--- src/rtl/core/assert_macros.svh ---
// ---------------------------------------------------------------------------
// assertion helper macros
// ---------------------------------------------------------------------------
`ifndef ASSERT_MACROS_SVH
`define ASSERT_MACROS_SVH
`ifndef SYNTHESIS
`define ASSERT_RST(name, clk, rst, prop) \
  name: assert property (@(posedge clk) disable iff (rst) prop) \
    else $error("assertion failed");
`define ASSERT_ALL(name, clk, prop) \
  name: assert property (@(posedge clk) prop) else $error("assertion failed");
`else
`define ASSERT_RST(name, clk, rst, prop)
`define ASSERT_ALL(name, clk, prop)
`endif
`endif

--- src/rtl/core/trq_pkg.sv ---
// ---------------------------------------------------------------------------
// trq_pkg
// types, codes and defaults shared by the timed packet release queue
// ---------------------------------------------------------------------------
package trq_pkg;

  localparam int unsigned DEPTH_DEFAULT = 1024;
  localparam logic [31:0] IDLE_WAIT_MS  = 32'd50;

  localparam logic [1:0] FUNC_ENQ   = 2'd0;
  localparam logic [1:0] FUNC_REL   = 2'd1;
  localparam logic [1:0] FUNC_CLEAR = 2'd2;
  localparam logic [1:0] FUNC_NOP   = 2'd3;

  localparam logic [2:0] ST_QUEUED   = 3'd0;
  localparam logic [2:0] ST_DROPPED  = 3'd1;
  localparam logic [2:0] ST_RELEASED = 3'd2;
  localparam logic [2:0] ST_NOT_DUE  = 3'd3;
  localparam logic [2:0] ST_CLEARED  = 3'd4;

  typedef enum logic [2:0] {
    K_NONE     = 3'd0,
    K_QUEUED   = 3'd1,
    K_DROPPED  = 3'd2,
    K_RELEASED = 3'd3,
    K_NOT_DUE  = 3'd4,
    K_EMPTY    = 3'd5,
    K_CLEARED  = 3'd6
  } kind_t;

  typedef struct packed {
    logic [1:0]  func;
    logic [31:0] now_ms;
    logic [15:0] channel_id;
    logic [15:0] socket_id;
    logic [15:0] buffer_handle;
    logic [15:0] payload_length;
    logic [31:0] dest_addr;
    logic [15:0] dest_port;
    logic [31:0] delay_ms;
  } item_t;

  typedef struct packed {
    logic [2:0]  status;
    logic        send_now;
    logic [15:0] out_socket;
    logic [15:0] out_handle;
    logic [15:0] out_length;
    logic [31:0] out_addr;
    logic [15:0] out_port;
    logic [31:0] wait_ms;
    logic [10:0] removed_count;
    logic [10:0] occupancy;
  } result_t;

  typedef struct packed {
    logic [31:0] release_time;
    logic [15:0] channel;
    logic [15:0] socket;
    logic [15:0] handle;
    logic [15:0] length;
    logic [31:0] addr;
    logic [15:0] port;
  } entry_t;

  typedef struct packed {
    logic  cap;
    logic  init_enq;
    logic  rd_prev;
    logic  shift;
    logic  ins;
    logic  rd_head;
    logic  pop;
    logic  init_clr;
    logic  rd_cur;
    logic  keep;
    logic  drop;
    logic  clr_done;
    logic  emit;
    kind_t kind;
  } cmd_t;

  typedef struct packed {
    logic [1:0] func;
    logic       full;
    logic       empty;
    logic       idx_zero;
    logic       later;
    logic       due;
    logic       chan_match;
    logic       scan_done;
    logic       out_busy;
  } stat_t;

endpackage

--- src/rtl/core/trq_ctrl.sv ---
// ---------------------------------------------------------------------------
// trq_ctrl
// sequencer for enqueue, release and clear requests
// ---------------------------------------------------------------------------
module trq_ctrl (
  input  logic            clk,
  input  logic            rst,
  input  logic            req_valid,
  output logic            req_ready,
  input  trq_pkg::stat_t  stat,
  output trq_pkg::cmd_t   cmd
);

  typedef enum logic [8:0] {
    S_IDLE     = 9'b000000001,
    S_DISPATCH = 9'b000000010,
    S_HEAD_CMP = 9'b000000100,
    S_ENQ_CHK  = 9'b000001000,
    S_ENQ_CMP  = 9'b000010000,
    S_CLR_CHK  = 9'b000100000,
    S_CLR_CMP  = 9'b001000000,
    S_DONE     = 9'b010000000,
    S_SPARE    = 9'b100000000
  } state_t;

  state_t          state, state_next;
  trq_pkg::kind_t  kind, kind_next;

  always_ff @(posedge clk) begin
    if (rst) begin
      state <= S_IDLE;
      kind  <= trq_pkg::K_NONE;
    end else begin
      state <= state_next;
      kind  <= kind_next;
    end
  end

  assign req_ready = (state == S_IDLE);

  always_comb begin
    state_next = state;
    kind_next  = kind;
    cmd        = '0;
    cmd.kind   = kind;
    case (state)
      S_IDLE: begin
        if (req_valid) begin
          cmd.cap    = 1'b1;
          state_next = S_DISPATCH;
        end
      end
      S_DISPATCH: begin
        case (stat.func)
          trq_pkg::FUNC_ENQ: begin
            if (stat.full) begin
              kind_next  = trq_pkg::K_DROPPED;
              state_next = S_DONE;
            end else begin
              cmd.init_enq = 1'b1;
              state_next   = S_ENQ_CHK;
            end
          end
          trq_pkg::FUNC_REL: begin
            if (stat.empty) begin
              kind_next  = trq_pkg::K_EMPTY;
              state_next = S_DONE;
            end else begin
              cmd.rd_head = 1'b1;
              state_next  = S_HEAD_CMP;
            end
          end
          trq_pkg::FUNC_CLEAR: begin
            cmd.init_clr = 1'b1;
            state_next   = S_CLR_CHK;
          end
          default: begin
            kind_next  = trq_pkg::K_NONE;
            state_next = S_DONE;
          end
        endcase
      end
      S_HEAD_CMP: begin
        if (stat.due) begin
          cmd.pop   = 1'b1;
          kind_next = trq_pkg::K_RELEASED;
        end else begin
          kind_next = trq_pkg::K_NOT_DUE;
        end
        state_next = S_DONE;
      end
      S_ENQ_CHK: begin
        if (stat.idx_zero) begin
          cmd.ins    = 1'b1;
          kind_next  = trq_pkg::K_QUEUED;
          state_next = S_DONE;
        end else begin
          cmd.rd_prev = 1'b1;
          state_next  = S_ENQ_CMP;
        end
      end
      S_ENQ_CMP: begin
        if (stat.later) begin
          cmd.shift  = 1'b1;
          state_next = S_ENQ_CHK;
        end else begin
          cmd.ins    = 1'b1;
          kind_next  = trq_pkg::K_QUEUED;
          state_next = S_DONE;
        end
      end
      S_CLR_CHK: begin
        if (stat.scan_done) begin
          cmd.clr_done = 1'b1;
          kind_next    = trq_pkg::K_CLEARED;
          state_next   = S_DONE;
        end else begin
          cmd.rd_cur = 1'b1;
          state_next = S_CLR_CMP;
        end
      end
      S_CLR_CMP: begin
        if (stat.chan_match) begin
          cmd.drop = 1'b1;
        end else begin
          cmd.keep = 1'b1;
        end
        state_next = S_CLR_CHK;
      end
      S_DONE: begin
        if (!stat.out_busy) begin
          cmd.emit   = 1'b1;
          state_next = S_IDLE;
        end
      end
      default: begin
        state_next = S_IDLE;
      end
    endcase
  end

endmodule

--- config.mk ---
export PLATFORM = sky130hd
export DESIGN_NAME = trq_ctrl
export DESIGN_NICKNAME = d
export VERILOG_FILES = /design/src/rtl/core/assert_macros.svh /design/src/rtl/core/trq_pkg.sv /design/src/rtl/core/trq_ctrl.sv
export SDC_FILE = /design/constraint.sdc
export NUM_CORES = 1
export LEC_CHECK = 0
export BUFFER_PORTS_ARGS = -buffer_cell sky130_fd_sc_hd__buf_2
export CAP_MARGIN = 20
export CELL_PAD_IN_SITES_DETAIL_PLACEMENT = 1
export CELL_PAD_IN_SITES_GLOBAL_PLACEMENT = 2
export CORE_MARGIN = 1.5
export CORE_UTILIZATION = 27
export CTS_CLUSTER_SIZE = 24
export DETAILED_ROUTE_END_ITERATION = 6
export HOLD_SLACK_MARGIN = 0.1
export PLACE_DENSITY = 0.83
export SLEW_MARGIN = 20
export SYNTH_ARGS = -nofsm -noshare
export SYNTH_HDL_FRONTEND = slang
export SYNTH_SLANG_ARGS = --single-unit
--- constraint.sdc ---
create_clock -name clk -period 2.5 [get_ports clk]
set_input_delay 0.25 -clock clk [delete_from_list [all_inputs] [get_ports clk]]
set_output_delay 0.25 -clock clk [all_outputs]
set_load 0.005 [all_outputs]
==> flow_summary_export.csv, run 1 <==
group,metric,value,unit
cells_and_area,area_growth,22.53,%
critical_path,path_max_fanout,11,
timing,timing.fmax,424.0,MHz
job,max-cap-violations,0,
timing,setup_viol,0,
yosys,synth_nets,122,
timing,worst_slew_pin_slew,0.4773,ns
power,p_leak,0.4788,nW
critical_path,path_delay_family,"simple AND/OR/NAND/NOR gates",
global_routing,grt_max_degree,14,
clock_tree,cts.sinks,11,
yosys,synth_cells,109,
yosys,syn-mean-instance-area,8.253,µm²
place,dp_hpwl,2139,µm
yosys,yosysSeqAreaShare,24.48,%
cells_and_area,final_cell_mix,"buf_2, nor2_1, dfxtp_1, nor4_1",
min_path,hp-class,"in -> reg",
cells_and_area,stdcell_count,181,
yosys,async_reset_ff_share,0,%
routing,drt_iter0_drc,45,
floorplan,die_area,0.003687,mm²
critical_path,path_buf_inv,1,
floorplan,coreArea,0.003103,mm²
cells_and_area,multiInputGateArea,626.9,µm²
yosys,ys.flop_type,"dfxtp_1",
critical_path,max_stage_delay,0.54,ns
timing,rsz0062_at_grt,"false",
critical_path,rrSetupSlack,0.38,ns
floorplan,die_height,60.72,µm
place,dpl.cell_count,177,
timing,relSlewSlack,67.73,%
timing,hold_violations,0,
routing,viasPerCell,5.265,
routing,wl_per_cell,14.50,µm
clock_tree,cts_tree,"done",
critical_path,cpMaxStageDelayCell,"or4_4",
timing,min_period,2.358,ns
status,outcome,"finished clean",
routing,first_pass_iters,4,
clock_tree,cts_inserted_buffers,3,
critical_path,start_kind,"register",
cells_and_area,fin_nets,151,
global_routing,grtUsageTotal,16.02,%
floorplan,num_rows,20,
floorplan,die_w,60.72,µm
place,gp_congestion,0.7892,
clock_tree,post_cts_buffers,0,
yosys,synth_edf_count,0,
routing,drc,0,
place,placed_cell_area,0.001066,mm²
yosys,ys_ff_latch,11,
power,power,0.4101,mW
cells_and_area,layout-drive-gt1-share,34.31,%
clock_tree,cts.path.max_buffers,2,
cells_and_area,design_area,0.001102,mm²
clock_tree,cts-root-buf,"clkbuf_4",
place,port_buffers,29,
timing,worst_slack,0.1416,ns
critical_path,crit_required,2.25,ns
power,vdd_ir_drop_max,0.1913,mV
yosys,synth_cell_types,44,
critical_path,path_class,"reg -> out",
power,powerDensity,372.0,mW/mm²
timing,finalCritPeriodShare,94.34,%
routing,drtAntennaViolNets,0,
yosys,synthesis.area,899.6,µm²
cells_and_area,n_antenna_cell,0,
timing,tns,0,ns
floorplan,io_pins,30,
routing,route.vias.total,953,
cells_and_area,regArea,222.7,µm²
clock_tree,clk_pin_slew,0.07,ns
timing,final_max_slew_viol_count,0,
critical_path,critPathCaptureType,"primary output",
clock_tree,ctsHoldBuffers,0,
clock_tree,clkLatencyLatePin,0.27,ns
timing,skew,0.003407,ns
cells_and_area,final_common_cell,"buf_2",
place,dp_slack,0.3310,ns
cells_and_area,fillers,404,
critical_path,worst_ep_arrival_time,2.11,ns
global_routing,grt_pass1_vias,964,
routing,routed_wirelength,2625,µm
critical_path,worstPathCellList,"or4_4, or3_4, nor3b_4, and2_1, buf_2",
global_routing,grt_antenna_before_repair,0,
floorplan,initial_core_util,28.99,%
clock_tree,htree_levels,1,
global_routing,grt_first_pass_wirelength,4478,µm
yosys,ys_warn_count,0,
global_routing,overflow,0,
worst reg2reg max path: cells and delay by family (launching register included):
| family | cells | cell delay [ns] |
|---|---|---|
| AOI/OAI and AO/OA | 2 | 0.37 |
| DFF | 1 | 0.39 |
| and+or+nand+nor | 3 | 1.26 |
report_power, final:
| group | total, mW | switching, mW | internal [mW] |
|---|---|---|---|
| registers | 0.192 | 0.0103 | 0.181 |
| clock network | 0.122 | 0.0606 | 0.0618 |
| logic | 0.0960 | 0.0488 | 0.0473 |
layer usage:
layer  track usage [%]  up-vias  part of all wire [%]
li1                  -      480                     -
met1             20.31      451                    46
met2             29.34       22                    50
met3             3.198        0                   3.2
met4            0.9317        0                     0
met5                 0        -                     0
synthesized netlist by cell type (3+ instances only):
| library cell | number | share of area [%] |
|---|---|---|
| clkbuf_1 | 3 | 1.3 |
| or4_4 | 3 | 3.8 |
| nand2_1 | 4 | 1.7 |
| nor2b_1 | 5 | 3.5 |
| nor3_1 | 5 | 2.8 |
| inv_1 | 5 | 2.1 |
| nor4_1 | 7 | 4.9 |
| dfxtp_1 | 11 | 24 |
| nand3_1 | 5 | 2.8 |
| nor2_1 | 10 | 4.2 |
| nand2b_1 | 3 | 2.1 |
| o21a_1 | 4 | 3.3 |
final cells by class:
type                       count  share of cell area [%]
multi-input combinational     87                   56.87
sequential                    11                   20.20
timing repair buffer          30                   13.85
tap                           44                   4.994
clock buffer                   4                   2.384
inverter                       5                   1.703
through the flow:
stage	hold slack, ns	util, %
after floorplan	0.3285	-
after global placement	0.4499	34.35
after detailed placement	0.4566	34.35
after CTS	0.1680	35.20
after global routing	0.1831	35.52
final	0.1683	35.52
worst paths after layout:
check                                        endpoint  cells after the start                  start
worst min-delay path            state[2]$_SDFFE_PP0P_                      2                stat[6]
worst max register to register   kind[2]$_SDFFE_PP0P_                      5  state[7]$_SDFFE_PP0P_
worst max-delay path                          cmd[15]                      5  state[4]$_SDFFE_PP0P_
worst min register to register   kind[0]$_SDFFE_PP0P_                      2   kind[0]$_SDFFE_PP0P_
sequential cells by signal, indices dropped and copies added, names as in the netlist:
| register | cells |
|---|---|
| kind | 3 |
| state | 8 |
kinds of logic after synthesis:
family / synth area share, %
simple gates: 45.62
compound gates: 19.05
flops: 24.48
buf+inv: 6.676
xor+xnor: 1.948
mux: 2.225
timing repair:
| item | CTS | global route |
|---|---|---|
| resized for setup | 0 | 4 |
| endpoints found under the setup margin | 0 | 4 |
| endpoints found under the hold margin | 0 | 0 |
(Power assumes the default switching activity.)
==> run 2, diff against run 1 <==
--- a/config.mk
+++ b/config.mk
@@ -14,7 +14,8 @@
 export CTS_CLUSTER_SIZE = 24
 export DETAILED_ROUTE_END_ITERATION = 6
 export HOLD_SLACK_MARGIN = 0.1
-export PLACE_DENSITY = 0.83
+export PLACE_DENSITY = 0.75
+export RECOVER_POWER = 100
 export SLEW_MARGIN = 20
 export SYNTH_ARGS = -nofsm -noshare
 export SYNTH_HDL_FRONTEND = slang
==> run 2 against run 1 <==
Clock-buffer cell count did not move. Non-clock buffer count unchanged. Worst hold slack got worse by 0.010 ns. Routed wire length increased by 1.6%. Global-route usage shrank 0.66 points. Largest cell class unchanged.
==> flow_summary_export.csv, run 2 (synthesis gave the netlist of run 1 again) <==
group,metric,value,unit
global_routing,grt_max_degree,14,
timing,rsz0062_at_grt,"false",
cells_and_area,final_common_cell,"buf_2",
min_path,hp-class,"in -> reg",
floorplan,coreArea,0.003103,mm²
power,powerDensity,385.2,mW/mm²
clock_tree,post_cts_buffers,0,
global_routing,grtUsageTotal,15.35,%
critical_path,crit_required,2.25,ns
critical_path,start_kind,"register",
power,p_leak,0.4165,nW
status,outcome,"finished clean",
place,dpl.cell_count,177,
cells_and_area,fin_nets,151,
floorplan,initial_core_util,28.99,%
global_routing,overflow,0,
global_routing,grt_first_pass_wirelength,4167,µm
min_path,min-delay-start,"stat[6]",
timing,skew,0.002220,ns
routing,routed_wirelength,2668,µm
critical_path,path_max_fanout,12,
cells_and_area,fillers,410,
routing,drt_iter0_drc,26,
clock_tree,cts.path.max_buffers,2,
power,p_int,0.2851,mW
clock_tree,htree_levels,1,
power,p_comb_share,21.8,%
floorplan,die_height,60.72,µm
min_path,min_delay_path_depth,2,
cells_and_area,n_antenna_cell,0,
timing,hold_violations,0,
timing,worst_slew_pin_slew,0.5072,ns
cells_and_area,largest_register_ffs,8,
place,gp_congestion,0.7739,
clock_tree,cts-root-buf,"clkbuf_4",
clock_tree,cts_tree,"done",
critical_path,critPathCaptureType,"primary output",
cells_and_area,finish.utilization,34.31,%
timing,finalCritPeriodShare,94.65,%
clock_tree,cts.sinks,11,
floorplan,num_rows,20,
critical_path,path_class,"reg -> out",
timing,min_period,2.366,ns
cells_and_area,final_cell_mix,"buf_2, clkbuf_1, nor2_1, dfxtp_1",
global_routing,grt_antenna_before_repair,0,
critical_path,startpoint,"state[2]$_SDFFE_PP0P_",
timing,setup_viol,0,
critical_path,reg2reg_depth,5,
routing,viasPerCell,5.320,
critical_path,worst_ep_arrival_time,2.12,ns
power,p_sw_share,30.50,%
job,max-cap-violations,0,
cells_and_area,top_register,"state",
power,pwr-share-clk,31.5,%
place,dp_hpwl,2113,µm
power,vdd_ir_drop_max,0.09174,mV
timing,timing.fmax,422.6,MHz
power,p_seq_share,46.7,%
cells_and_area,reg_top3,"state: 8 flops, kind: 3 flops",
floorplan,die_area,0.003687,mm²
floorplan,io_pins,30,
timing,tns,0,ns
power,power,0.4102,mW
critical_path,timing.rr.start,"state[7]$_SDFFE_PP0P_",
routing,route.vias.total,963,
routing,drtAntennaViolNets,0,
routing,first_pass_iters,4,
cells_and_area,area_growth,18.36,%
clock_tree,clk_pin_slew,0.07,ns
timing,relSlewSlack,65.31,%
place,port_buffers,29,
cells_and_area,layout-drive-gt1-share,23.36,%
floorplan,die_w,60.72,µm
cells_and_area,stdcell_count,181,
timing,final_max_slew_viol_count,0,
power,power.switching,0.1251,mW
global_routing,grt_pass1_vias,859,
clock_tree,cts_inserted_buffers,3,
timing,fin_hold_ws,0.1580,ns
routing,drc,0,
routing,wl_per_cell,14.74,µm
clock_tree,clkLatencyLatePin,0.28,ns
run 2: cell count changes in the layout (fill, tap and decap cells not counted), sizes merged:
cell / previous run / this run
clkbuf: 4 / 19
buf: 30 / 15
run 2: timing repair:
item                                    CTS  global route
resized for setup                         0             3
hold endpoints to repair                  0             0
endpoints found under the setup margin    0             4
hold buffers                              0             0
run 2: power groups by stage:
stage	logic [mW]	registers, mW	clock network [mW]
2_1_floorplan	0.0671	0.191	0
3_3_place_gp	0.0950	0.196	0
3_5_place_dp	0.0961	0.196	0
4_1_cts	0.0963	0.191	0.131
5_1_grt	0.0994	0.193	0.132
6_report	0.0896	0.191	0.129
run 2: worst paths after layout:
check	to	slack, ns
setup / recovery	cmd[15]	0.13
hold / removal	state[2]$_SDFFE_PP0P_	0.16
setup reg to reg	kind[0]$_SDFFE_PP0P_	0.30
hold reg to reg	kind[0]$_SDFFE_PP0P_	0.48
run 2: routing by layer:
| layer | global-route usage (%) | vias up | share of wire (%) |
|---|---|---|---|
| met1 | 21.45 | 459 | 49 |
| met5 | 0 | - | 0 |
| li1 | - | 476 | - |
| met3 | 1.493 | 5 | 3.5 |
| met2 | 24.12 | 23 | 46 |
| met4 | 6.522 | 0 | 1.5 |
run 2: stage by stage:
stage	setup slack [ns]	area, µm²
2_1_floorplan	0.5294	899.6
3_3_place_gp	0.2971	1066
3_5_place_dp	0.2946	1066
4_1_cts	0.04629	1092
5_1_grt	0.03581	1065
6_report	0.1337	1065
run 2: area by class of cell:
| class | instances | area, µm² | area share (%) |
|---|---|---|---|
| well taps | 44 | 55.05 | 5.170 |
| inverters | 5 | 18.77 | 1.763 |
| flip-flops and latches | 11 | 222.7 | 20.92 |
| repair buffers | 30 | 133.9 | 12.57 |
| multi-input cells | 87 | 608.1 | 57.11 |
| clock buffers | 4 | 26.28 | 2.468 |
run 2: worst max-delay path: stages (launching register included):
cell and delay [ns]:
dfxtp_2 0.39, or4_4 0.57, or3_4 0.36, nor3b_4 0.26, and2_1 0.15, buf_2 0.10
==> run 3, diff against run 2 <==
==> constraint.sdc (replaced) <==
create_clock -name clk -period 2.5 [get_ports clk]
set_input_delay 0 -clock clk [delete_from_list [all_inputs] [get_ports clk]]
set_output_delay 0 -clock clk [all_outputs]
set_load 0.005 [all_outputs]
==> run 3 against run 2 <==
Global-route usage rose by 0.57 points. Core utilization rose by 2.9 points. Clock-buffer cell count did not move. Final area rose by 8.3%. Maximum frequency rose by 3.7%.
==> flow_summary_export.csv, run 3 (synthesis gave the netlist of run 1 again) <==
group,metric,value,unit
status,outcome,"finished clean",
critical_path,start_kind,"register",
global_routing,grtUsageTotal,15.92,%
global_routing,grt_first_pass_wirelength,4326,µm
critical_path,cpMaxStageDelayCell,"or4_4",
critical_path,crit_cells,4,
job,max-cap-violations,0,
critical_path,path_class,"reg -> reg",
clock_tree,clk_pin_slew,0.07,ns
floorplan,die_area,0.003687,mm²
floorplan,coreArea,0.003103,mm²
clock_tree,cts.sinks,11,
critical_path,max_stage_delay,0.58,ns
cells_and_area,top_register,"state",
timing,rsz0062_at_grt,"false",
timing,hold_violations,0,
global_routing,overflow,0,
global_routing,grt_antenna_before_repair,0,
timing,timing.fmax,438.4,MHz
cells_and_area,fillers,409,
critical_path,worstPathCellList,"or4_4, or4_4, nor2_1, dlygate4sd3_1",
floorplan,die_w,60.72,µm
timing,min_period,2.281,ns
min_path,min_delay_path_depth,3,
timing,setup_viol,0,
timing,finalCritPeriodShare,91.23,%
timing,skew,0.001202,ns
clock_tree,cts-root-buf,"clkbuf_4",
cells_and_area,layout-drive-gt1-share,21.23,%
clock_tree,htree_levels,1,
critical_path,critPathCaptureType,"register",
routing,viasPerCell,5.142,
cells_and_area,largest_register_ffs,8,
power,power,0.4166,mW
floorplan,die_height,60.72,µm
timing,relSlewSlack,64.46,%
floorplan,num_rows,20,
critical_path,reg2reg_depth,4,
cells_and_area,n_antenna_cell,0,
place,gp_congestion,0.7601,
clock_tree,cts.path.max_buffers,2,
critical_path,path_max_fanout,10,
clock_tree,clkLatencyLatePin,0.27,ns
timing,fin_hold_ws,0.2134,ns
timing,worst_slew_pin_slew,0.5197,ns
cells_and_area,fin_nets,160,
critical_path,crit_required,2.72,ns
power,vdd_ir_drop_max,0.1538,mV
clock_tree,cts_inserted_buffers,3,
min_path,hp-class,"in -> out",
global_routing,grt_max_degree,14,
critical_path,path_buf_inv,1,
cells_and_area,design_area,0.001154,mm²
cells_and_area,area_growth,28.23,%
routing,drc,0,
place,dp_hpwl,2112,µm
global_routing,grt_pass1_vias,910,
timing,final_max_slew_viol_count,0,
floorplan,initial_core_util,28.99,%
clock_tree,post_cts_buffers,0,
routing,first_pass_iters,4,
cells_and_area,final_cell_mix,"buf_2, clkbuf_1, dfxtp_1, nor2_1, dlygate4sd3_1",
routing,route.vias.total,977,
place,port_buffers,29,
critical_path,path_common_cell,"or4_4",
routing,drt_iter0_drc,26,
cells_and_area,reg_top3,"state: 8 flops, kind: 3 flops",
routing,routed_wirelength,2683,µm
power,powerDensity,361.2,mW/mm²
cells_and_area,final_common_cell,"buf_2",
floorplan,io_pins,30,
place,placed_cell_area,0.001066,mm²
critical_path,path_delay_family,"simple AND/OR/NAND/NOR gates",
timing,tns,0,ns
critical_path,worst_ep_arrival_time,2.50,ns
clock_tree,cts_tree,"done",
power,p_leak,0.4711,nW
routing,wl_per_cell,14.12,µm
routing,drtAntennaViolNets,0,
[run 3: worst paths after layout]
check | endpoint | slack [ns] | startpoint
worst max-delay path | state[6]$_SDFFE_PP0P_ | 0.22 | state[1]$_SDFFE_PP0P_
worst min-delay path | cmd[6] | 0.21 | stat[2]
worst max register to register | state[6]$_SDFFE_PP0P_ | 0.22 | state[1]$_SDFFE_PP0P_
worst min register to register | kind[0]$_SDFFE_PP0P_ | 0.48 | kind[0]$_SDFFE_PP0P_
[run 3: layer usage]
metal	share of wire [%]	track usage, %	vias to the layer above	wire length [µm]
li1	-	-	494	-
met1	48	20.41	455	1295
met2	47	27.50	23	1264
met3	3.8	3.198	5	102
met4	0.75	3.727	0	20
met5	0	0	-	0
[run 3: repair_timing]
action                                 CTS  global route
endpoints found under the hold margin    8             0
setup endpoints to repair                0             1
resized for setup                        0             1
hold buffers                             9             0
[run 3: cell type report]
cell class	instances	area [µm²]	area share, %
multi-input combinational	87	608.1	52.71
timing repair buffer	39	225.2	19.52
sequential	11	220.2	19.09
tap	44	55.05	4.772
clock buffer	4	26.28	2.278
inverter	5	18.77	1.627
[run 3: report_power, final]
| part | leakage [nW] | switching, mW | internal (mW) |
|---|---|---|---|
| Sequential | 0.0892 | 0.0112 | 0.181 |
| Combinational | 0.367 | 0.0487 | 0.0493 |
| Clock | 0.0150 | 0.0643 | 0.0619 |
| Total | 0.471 | 0.124 | 0.292 |
[run 3: worst register-to-register path, cell delays in order (launching register included)]
cell           delay [ns]
dfxtp_1              0.43
or4_4                0.56
or4_4                0.58
nor2_1               0.11
dlygate4sd3_1        0.55
[run 3: per-stage QoR]
stage,util [%],setup slack [ns],cells
after global placement,34.35,0.3050,177
after global routing,37.18,0.08534,190
final,37.18,0.2192,190
after detailed placement,34.35,0.3050,177
after CTS,38.10,0.1366,190
after floorplan,-,0.5294,109
